<file path="config.mk">
export PLATFORM = sky130hd
export DESIGN_NAME = c2d_mac
export DESIGN_NICKNAME = d
export VERILOG_FILES = /design/src/sv/c2d_pkg.sv /design/src/sv/c2d_mac.sv
export SDC_FILE = /design/constraint.sdc
export NUM_CORES = 1
export LEC_CHECK = 0
export BUFFER_PORTS_ARGS = -buffer_cell sky130_fd_sc_hd__buf_2
export CAP_MARGIN = 20
export CORE_MARGIN = 5
export CORE_UTILIZATION = 64
export DETAILED_ROUTE_END_ITERATION = 8
export PLACE_DENSITY = 0.79
export SETUP_SLACK_MARGIN = 0.2
export SLEW_MARGIN = 20
export SYNTH_ARGS = -nofsm -noshare
export SYNTH_HDL_FRONTEND = slang
export SYNTH_SLANG_ARGS = --single-unit
</file>
<file path="constraint.sdc">
create_clock -name clk -period 6.9 [get_ports clk]
set_input_delay 0.69 -clock clk [delete_from_list [all_inputs] [get_ports clk]]
set_output_delay 0.69 -clock clk [all_outputs]
set_load 0.05 [all_outputs]
</file>
<file path="src/sv/c2d_pkg.sv">
package c2d_pkg;

  // Kernel geometry
  localparam int KERNEL_SIDE = 5;
  localparam int HALF_SIDE   = KERNEL_SIDE / 2;
  localparam int TAP_COUNT   = KERNEL_SIDE * KERNEL_SIDE;
  localparam int TAP_W       = $clog2(TAP_COUNT);
  localparam int SIDE_W      = $clog2(KERNEL_SIDE);

  // Longest image row held in the line memory; out_col is sized for it
  localparam int MAX_WIDTH   = 1024;

  // Configuration register map
  localparam int CFG_INDEX_W = 1;
  localparam int CFG_DATA_W  = 12;
  localparam logic [CFG_INDEX_W-1:0] REG_IMAGE_WIDTH  = 1'd0;
  localparam logic [CFG_INDEX_W-1:0] REG_IMAGE_HEIGHT = 1'd1;
  localparam int WIDTH_W  = 11;
  localparam int HEIGHT_W = 12;
  localparam logic [WIDTH_W-1:0]  WIDTH_RESET  = 11'd640;
  localparam logic [HEIGHT_W-1:0] HEIGHT_RESET = 12'd480;

  // Input item function codes
  localparam logic FUNC_COEF  = 1'b0;
  localparam logic FUNC_PIXEL = 1'b1;

  // Gray weights in Q0.16
  localparam logic [23:0] GRAY_R = 24'd19661;
  localparam logic [23:0] GRAY_G = 24'd38666;
  localparam logic [23:0] GRAY_B = 24'd7209;

  // Multiply-accumulate widths
  localparam int COEF_W = 16;
  localparam int PROD_W = COEF_W + 9;
  localparam int ACC_W  = PROD_W + TAP_W;

  typedef struct packed {
    logic              func;
    logic [4:0]        coef_index;
    logic signed [15:0] coef_value;
    logic [7:0]        red;
    logic [7:0]        green;
    logic [7:0]        blue;
  } in_item_t;

  typedef struct packed {
    logic [9:0]  out_col;
    logic [11:0] out_row;
    logic [7:0]  filtered;
    logic        run_last;
    logic        frame_last;
  } out_item_t;

  typedef struct packed {
    logic clear;
    logic tap;
  } mac_ctl_t;

  typedef enum logic [2:0] {
    ST_IDLE,
    ST_WR,
    ST_TAP,
    ST_DRAIN,
    ST_FIN
  } state_t;

endpackage

</file>
<file path="src/sv/c2d_mac.sv">
module c2d_mac (
  input  logic                                clk,
  input  logic                                rst_n,
  input  c2d_pkg::mac_ctl_t                   ctl,
  input  logic signed [c2d_pkg::COEF_W-1:0]   coef,
  input  logic [7:0]                          gray,
  output logic                                busy,
  output logic [7:0]                          filtered
);

  localparam int PW = c2d_pkg::PROD_W;
  localparam int AW = c2d_pkg::ACC_W;

  logic                 v1_r, v2_r;
  logic signed [c2d_pkg::COEF_W-1:0] coef_d_r;
  logic signed [PW-1:0] prod_r, prod_nxt;
  logic signed [AW-1:0] acc_r, acc_nxt;

  // Product of the delayed coefficient and the gray value that the memory read returns for it
  assign prod_nxt = $signed({{(PW-c2d_pkg::COEF_W){coef_d_r[c2d_pkg::COEF_W-1]}}, coef_d_r})
                  * $signed({{(PW-8){1'b0}}, gray});

  always_comb begin
    acc_nxt = acc_r;
    if (ctl.clear) begin
      acc_nxt = '0;
    end else if (v2_r) begin
      acc_nxt = acc_r + {{(AW-PW){prod_r[PW-1]}}, prod_r};
    end
  end

  always_ff @(posedge clk) begin
    if (!rst_n) begin
      v1_r <= 1'b0;
      v2_r <= 1'b0;
    end else begin
      v1_r <= ctl.tap;
      v2_r <= v1_r;
    end
  end

  always_ff @(posedge clk) begin
    coef_d_r <= coef;
    prod_r   <= prod_nxt;
    acc_r    <= acc_nxt;
  end

  assign busy = v1_r | v2_r;

  // Shift right by 8 and clamp to 0..255
  always_comb begin
    if (acc_r[AW-1]) begin
      filtered = 8'd0;
    end else if (|acc_r[AW-2:16]) begin
      filtered = 8'd255;
    end else begin
      filtered = acc_r[15:8];
    end
  end

endmodule
</file>
==> results.ini, run 1 <==
[cells_and_area]
final_nets = 1165
final_common_cell = inv_1
layout-drive-gt1-share = 0.0698
final_area_um2 = 8830
fillCellCount = 992
antennaDiodeCount = 0
layout_common_cells = inv_1, fa_1, and2_1, nand2_1, ha_1
final_cells = 1132
finish.utilization = 0.703
syn_to_final_growth_pct = 7.97

[floorplanning]
std_cell_rows = 41
start_util = 0.651
ios = 37
die_w_um = 123
die-area_um2 = 15100
core_um2 = 12600
die_h_um = 123

[sta]
whs_ps = 444
timing.final.max_slew_violations = 0
finalSetupViolCount = 0
setup_tns_ps = 0
hold_violations = 0
clock_skew_ps = 9.47
worst_pin_slew_ps = 702
slew_headroom = 0.532
max_freq_mhz = 192
rsz0062_at_grt = no
fin_ws_ps = 1690
period_needed_ps = 5210
post-route-period-util = 0.755

[setup_path]
critical_path_class = primary input to register
ff2ff_path_depth = 17
setup.worst_path.start_class = primary input
cp.required_ps = 7180
critPathCaptureType = register
worstPathArrival_ps = 5490
cp_max_fo = 16
timing.rr.end = prod_r[22]
r2r_slack_ps = 1840
rr_startpoint = coef_d_r[4]

[cts]
htreeDepth = 3
cts_made_buffers = 9
cts_sinks = 73
postCtsSetupBuffers = 0
cts.clk_slew.worst_paths_ps = 60
clockBufferDepth = 2
hold_buffers = 0
clockRootBuffer = clkbuf_16
cts_resized = 0
cts_tree = done
clk_latency_ps = 340

[synthesis]
ys_ff_latch = 73
ys_types = 62
ys_seq_area_frac = 0.179
async_flop_share = 0
synth.net_count = 1139
postSynthAreaPerCell_um2 = 8.81
yosys.area.top_type_share = 0.252
syn-cell-area_um2 = 8180
synth.area.top_cells = fa_1, dfxtp_1, ha_1
yosys_warnings = 0
netlist_instances = 929
synthFlopType = dfxtp_1
synth-edff-count = 0
yosysTopAreaCell = fa_1

[grt]
grt_use_total = 0.236
grt_max_degree = 38
grt_overflow_total = 0
grt_pass1_vias = 6288
grt_pass1_wl_um = 28500
grt_antenna_before_repair = 0

[worst_hold_path]
hold_path_depth = 1
hold_class = register to register
hold_end = v2_r
hp-start = v1_r

[route]
wl_um = 16300
vias_per_cell = 5.49
ant_nets = 0
drc = 0
drtPass1Iterations = 5
drt_iter0_drc = 267
route.vias.total = 6220
wl_per_cell_um = 14.4

[place]
post-place-ws_ps = 1390
hpwl_um = 12500
io_buffers = 36
gp_congestion = 0.884
place_area_um2 = 8500
post-place-cells = 1116

[pwr]
finalPower_mw = 3.36
max-vdd-ir-drop_uv = 162
p_per_area_nw_per_um2 = 380
p_leak_nw = 4.48

[outcome]
status = finished clean

[run]
maxCapViolCount = 0

-- per-layer routing --
metal | share of wire | vias to the layer above | track usage
met5 | 0 | - | 0
met4 | 0.017 | 0 | 0.0637
met1 | 0.46 | 2968 | 0.311
met3 | 0.057 | 27 | 0.0499
li1 | - | 3075 | -
met2 | 0.47 | 150 | 0.396
-- worst max-delay path, stage by stage --
cell,delay [ps]
buf_2,270
nand2_1,140
fa_1,550
inv_1,60
fa_1,450
ha_1,300
inv_1,50
fa_1,530
inv_1,60
fa_1,440
a21o_1,190
a21o_1,220
a2111oi_4,380
nor4_1,130
o31ai_2,260
a31oi_1,230
or4_1,440
nand4_1,90
-- power by group --
part	internal, mW	total [mW]	leakage [nW]	switching [mW]
Combinational	0.942	2.24	3.72	1.29
Clock	0.336	0.515	0.155	0.179
Sequential	0.542	0.606	0.606	0.0644
-- Yosys cell counts, types with 11 or more instances --
| cell type | number |
|---|---|
| dfxtp_1 | 73 |
| nand3_1 | 11 |
| inv_1 | 163 |
| xor2_1 | 14 |
| nand2_1 | 82 |
| mux2i_1 | 12 |
| o21bai_1 | 11 |
| a21oi_1 | 42 |
| clkbuf_1 | 20 |
| nor3_1 | 16 |
| fa_1 | 103 |
| ha_1 | 79 |
| o21ai_0 | 13 |
| nor2_1 | 48 |
| xnor2_1 | 21 |
| and2_1 | 82 |
| a21o_1 | 21 |
-- worst max-delay path by stage --
stage                      end  cells past startpoint     from  slack [ps]
floorplan           prod_r[23]                     18  gray[2]        1660
global placement    prod_r[22]                     18  gray[2]        1440
detailed placement  prod_r[22]                     18  gray[2]        1390
CTS                 prod_r[22]                     18  gray[1]        1700
global route        prod_r[22]                     18  gray[1]        1490
finish              prod_r[22]                     18  gray[2]        1690
-- registers in the layout (all words and copies together), names as in the netlist --
| register | count |
|---|---|
| prod_r | 25 |
| coef_d_r | 16 |
| v2_r | 1 |
| v1_r | 1 |
| acc_r | 30 |
-- layout make-up --
| cell class | instances | area [µm²] | area share |
|---|---|---|---|
| multi-input combinational | 670 | 6020 | 0.682 |
| sequential | 73 | 1460 | 0.165 |
| inverter | 164 | 616 | 0.0697 |
| clock buffer | 12 | 256 | 0.0290 |
| tap | 172 | 215 | 0.0244 |
| timing repair buffer | 37 | 188 | 0.0212 |
| clock inverter | 4 | 75.1 | 0.00850 |
-- kinds of logic (layout without fill, tap and decap cells) --
group                    count (synthesis)  after routing  synth area share
flip-flops                              73             73             0.179
adder cells (fa/ha/maj)                182            182             0.373
multiplexers                            13             13            0.0161
AND/OR/NAND/NOR                        294            294             0.184
XOR/XNOR                                35             35            0.0375
buffers and inverters                  186            217            0.0853
AO/OA/AOI/OAI                          146            146             0.126
Power figures use the tool's default switching activity.
==> run 2: changes to the inputs <==
- clock period: 6.9 -> 5.2 ns (I/O delays scaled with it)
==> run 2 against run 1 <==
Against the previous run: global-route usage rose by 0.053 points; final cell count up 1.6%; sequential power rose by 33%; clock power grew 10%.
==> results.ini, run 2 (synthesis gave the netlist of run 1 again) <==
[outcome]
status = finished clean

[floorplanning]
core_um2 = 12600
std_cell_rows = 41
ios = 37
die_h_um = 123
start_util = 0.651
die_w_um = 123
die-area_um2 = 15100

[cells_and_area]
final_nets = 1183
multiInputGateArea_um2 = 6090
final-seq-area_um2 = 1480
antennaDiodeCount = 0
layout-drive-gt1-share = 0.102
top_register = acc_r
fillCellCount = 922
layout_common_cells = inv_1, fa_1, and2_1, nand2_1, ha_1
final_area_um2 = 9030
largest_reg_flops = 30
syn_to_final_growth_pct = 10.3
final_cells = 1150
reg_top3 = acc_r x30, prod_r x25, coef_d_r x16
final_common_cell = inv_1

[cts]
cts_sinks = 73
cts_tree = done
clk_latency_ps = 340
clockRootBuffer = clkbuf_16
hold_buffers = 0
cts.clk_slew.worst_paths_ps = 60
cts_made_buffers = 9
htreeDepth = 3
clockBufferDepth = 2

[route]
vias_per_cell = 5.42
route.vias.total = 6231
wl_um = 16300
drt_iter0_drc = 284
drc = 0
ant_nets = 0
wl_per_cell_um = 14.2
drtPass1Iterations = 4

[grt]
grt_pass1_vias = 6220
grt_antenna_before_repair = 0
grt_max_degree = 38
grt_use_total = 0.236
grt_overflow_total = 0
grt_pass1_wl_um = 28600

[sta]
rsz0062_at_grt = yes
setup_tns_ps = 0
fin_ws_ps = 358
clock_skew_ps = 8.47
post-route-period-util = 0.931
slew_headroom = 0.529
timing.final.max_slew_violations = 0
worst_pin_slew_ps = 705
finalSetupViolCount = 0
hold_violations = 0
period_needed_ps = 4840
max_freq_mhz = 207

[setup_path]
r2r_slack_ps = 360
critical_path_class = register to register
worstPathArrival_ps = 5120
critPathCaptureType = register
cp_max_fo = 4
cp.required_ps = 5480
setup.worst_path.start_class = register

[pwr]
max-vdd-ir-drop_uv = 232
p_per_area_nw_per_um2 = 502
finalPower_mw = 4.53
p_leak_nw = 4.55

[place]
post-place-ws_ps = -8.74
post-place-cells = 1129
io_buffers = 36
gp_congestion = 0.871
hpwl_um = 13100
place_area_um2 = 8630

[worst_hold_path]
hold_class = primary input to register

[run]
maxCapViolCount = 0

-- run 2: layout make-up --
type,count,share of cell area
multi-input cells,670,0.675
flip-flops and latches,73,0.164
inverters,164,0.0682
repair buffers,55,0.0394
clock buffers,10,0.0254
well taps,172,0.0238
clock inverters,6,0.00471
-- run 2: layer usage --
metal  global-route usage  vias up  wire length (µm)  part of all wire
met5                    0        -                 0                 0
met4               0.0540        0               183             0.011
met3               0.0389       19               733             0.045
met2                0.387      130              7710              0.47
met1                0.332     2961              7720              0.47
li1                     -     3121                 -                 -
-- run 2: worst paths after layout --
path	cells past startpoint	start	end
hold / removal	1	coef[7]	coef_d_r[7]
setup / recovery	16	coef_d_r[5]	prod_r[22]
hold reg to reg	1	v1_r	v2_r
setup reg to reg	16	coef_d_r[5]	prod_r[22]
-- run 2: worst max-delay path: stages (launching register included) --
cell	delay [ps]
dfxtp_4	360
buf_12	130
and2_1	160
fa_1	550
fa_1	450
fa_1	540
inv_1	50
fa_1	520
inv_1	40
ha_1	330
or2_2	350
a21oi_4	180
nor4_2	80
o31ai_2	320
a31oi_2	160
or4_1	480
nand4_1	90
-- run 2: stage by stage --
step	utilization	hold slack (ps)
floorplan	-	421
global placement	0.686	429
detailed placement	0.686	440
CTS	0.708	262
global route	0.718	266
finish	0.718	276
-- run 2: power breakdown --
group | switching, mW | leakage (nW) | internal [mW]
combinational | 1.78 | 3.81 | 1.37
clock | 0.244 | 0.129 | 0.323
sequential | 0.0879 | 0.608 | 0.718
total | 2.12 | 4.55 | 2.42
-- run 2: what timing repair did --
| action | CTS | global route |
|---|---|---|
| buffers inserted | 0 | 5 |
| endpoints found under the setup margin | 1 | 4 |
| cloned | 0 | 0 |
| hold endpoints to repair | 0 | 0 |
| resized for setup | 1 | 21 |
| pin swaps | 0 | 8 |
==> run 3: changes to the inputs <==
- CORE_MARGIN: 5 -> not set
==> run 3 against run 2 <==
Against the previous run: utilization increased by 1.6 points; clock power increased by 7.6%; first-iteration DRC count decreased by 13%; sequential cell count unchanged; die area decreased by 13%; combinational power decreased by 2%; routed wire length decreased by 2.9%; worst setup slack got worse by 36 ps.
==> results.ini, run 3 (synthesis gave the netlist of run 1 again) <==
[setup_path]
critical_path_class = register to register
worstPathArrival_ps = 5160
crit_buf_inv = 3
slowest_delay_ps = 540
cp.required_ps = 5490
slowest_stage = fa_1
setup.worst_path.start_class = register
worstPathCellList = nand2_1 -> fa_1 -> inv_1 -> fa_1 -> ha_1 -> inv_1 -> fa_1 -> inv_1 -> fa_1 -> a21o_1 -> a21o_1 -> a2111oi_4 -> nor4_4 -> o31ai_4 -> a31oi_2 -> or4_1 -> nand4_1
critPathCaptureType = register
cp_max_fo = 8
cpMostUsedCell = fa_1
crit_family = adder cells

[grt]
grt_use_total = 0.267
grt_pass1_wl_um = 27800
grt_antenna_before_repair = 0
grt_pass1_vias = 6076
grt_max_degree = 38
grt_overflow_total = 0

[cells_and_area]
syn_to_final_growth_pct = 9.56
final_nets = 1179
final_common_cell = inv_1
layout_common_cells = inv_1, fa_1, and2_1, nand2_1, ha_1
layout-drive-gt1-share = 0.0936
top_register = acc_r
reg_top3 = acc_r x30, prod_r x25, coef_d_r x16
largest_reg_flops = 30
antennaDiodeCount = 0

[run]
maxCapViolCount = 0

[sta]
worst_pin_slew_ps = 735
setup_tns_ps = 0
max_freq_mhz = 205
whs_ps = 270
slew_headroom = 0.510
finalSetupViolCount = 0
hold_violations = 0
post-route-period-util = 0.938
clock_skew_ps = 7.98
rsz0062_at_grt = no
period_needed_ps = 4880
timing.final.max_slew_violations = 0

[cts]
cts.clk_slew.worst_paths_ps = 60
cts_tree = done
clk_latency_ps = 350
cts_sinks = 73
htreeDepth = 3
cts_made_buffers = 9
clockRootBuffer = clkbuf_16
clockBufferDepth = 2
hold_buffers = 0

[place]
hpwl_um = 12500
gp_congestion = 0.852
io_buffers = 36

[floorplanning]
die_h_um = 115
core_um2 = 12200
ios = 37
start_util = 0.670
die_w_um = 115
std_cell_rows = 40
die-area_um2 = 13200

[route]
drtPass1Iterations = 5
ant_nets = 0
drc = 0
drt_iter0_drc = 247
vias_per_cell = 5.43
wl_per_cell_um = 13.9
wl_um = 15900
route.vias.total = 6187

[pwr]
p_leak_nw = 4.54
p_per_area_nw_per_um2 = 504
max-vdd-ir-drop_uv = 215

[worst_hold_path]
hold_class = primary input to register

[outcome]
status = finished clean

==> run 3: cell types whose count changed in the layout (fill, tap and decap cells not counted), moves of 2 or more <==
cell,change
dfxtp_2,+4
fa_1,+2
ha_1,+2
dfxtp_1,-2
ha_4,-2
fa_2,-2
clkbuf_4,-3
dfxtp_4,-2
==> run 3: stage by stage <==
stage	std cells	instance area [µm²]	power, mW	utilization	worst slack [ps]
after floorplan	929	8200	3.23	-	242
after global placement	1125	8620	3.73	0.706	14.7
after detailed placement	1125	8620	3.81	0.706	-70.7
after CTS	1139	8910	4.46	0.730	215
after global routing	1140	8960	5.00	0.734	161
final	1140	8960	4.52	0.734	322
==> run 3: repair_timing <==
item,4_1_cts,5_1_grt
gates cloned,0,0
setup buffers,0,1
pin swaps,0,5
setup endpoints to repair,1,5
hold endpoints to repair,0,0
resized for setup,2,18
==> run 3: final timing paths <==
check | slack, ps | start | to | cells after the start
worst max register to register | 320 | coef_d_r[3] | prod_r[22] | 17
worst min-delay path | 270 | coef[3] | coef_d_r[3] | 1
worst max-delay path | 320 | coef_d_r[3] | prod_r[22] | 17
worst min register to register | 440 | v1_r | v2_r | 1
==> run 3: worst register-to-register path: stages (launching register included) <==
cell	delay, ps
dfxtp_4	380
nand2_1	80
fa_1	530
inv_1	60
fa_1	460
ha_1	300
inv_1	60
fa_1	540
inv_1	70
fa_1	440
a21o_1	190
a21o_1	210
a2111oi_4	430
nor4_4	110
o31ai_4	280
a31oi_2	170
or4_1	420
nand4_1	90
==> run 3: area by class of cell <==
class	instances	area (µm²)
inverters	164	616
multi-input cells	670	6070
clock buffers	11	243
fillers	976	3250
well taps	168	210
repair buffers	51	310
flip-flops and latches	73	1480
clock inverters	3	42.5
==> run 3: per-layer routing <==
metal  track usage  vias to the layer above  share of wire
met4        0.0675                        0          0.013
met1         0.365                     2923           0.49
met3        0.0501                       20          0.038
li1              -                     3111              -
met5             0                        -              0
met2         0.437                      133           0.46
==> run 3: power by group <==
part | total (mW) | internal [mW] | switching (mW) | leakage [nW]
logic | 3.10 | 1.32 | 1.78 | 3.80
clock network | 0.610 | 0.378 | 0.232 | 0.137
registers | 0.807 | 0.719 | 0.0876 | 0.607
total | 4.52 | 2.42 | 2.10 | 4.54
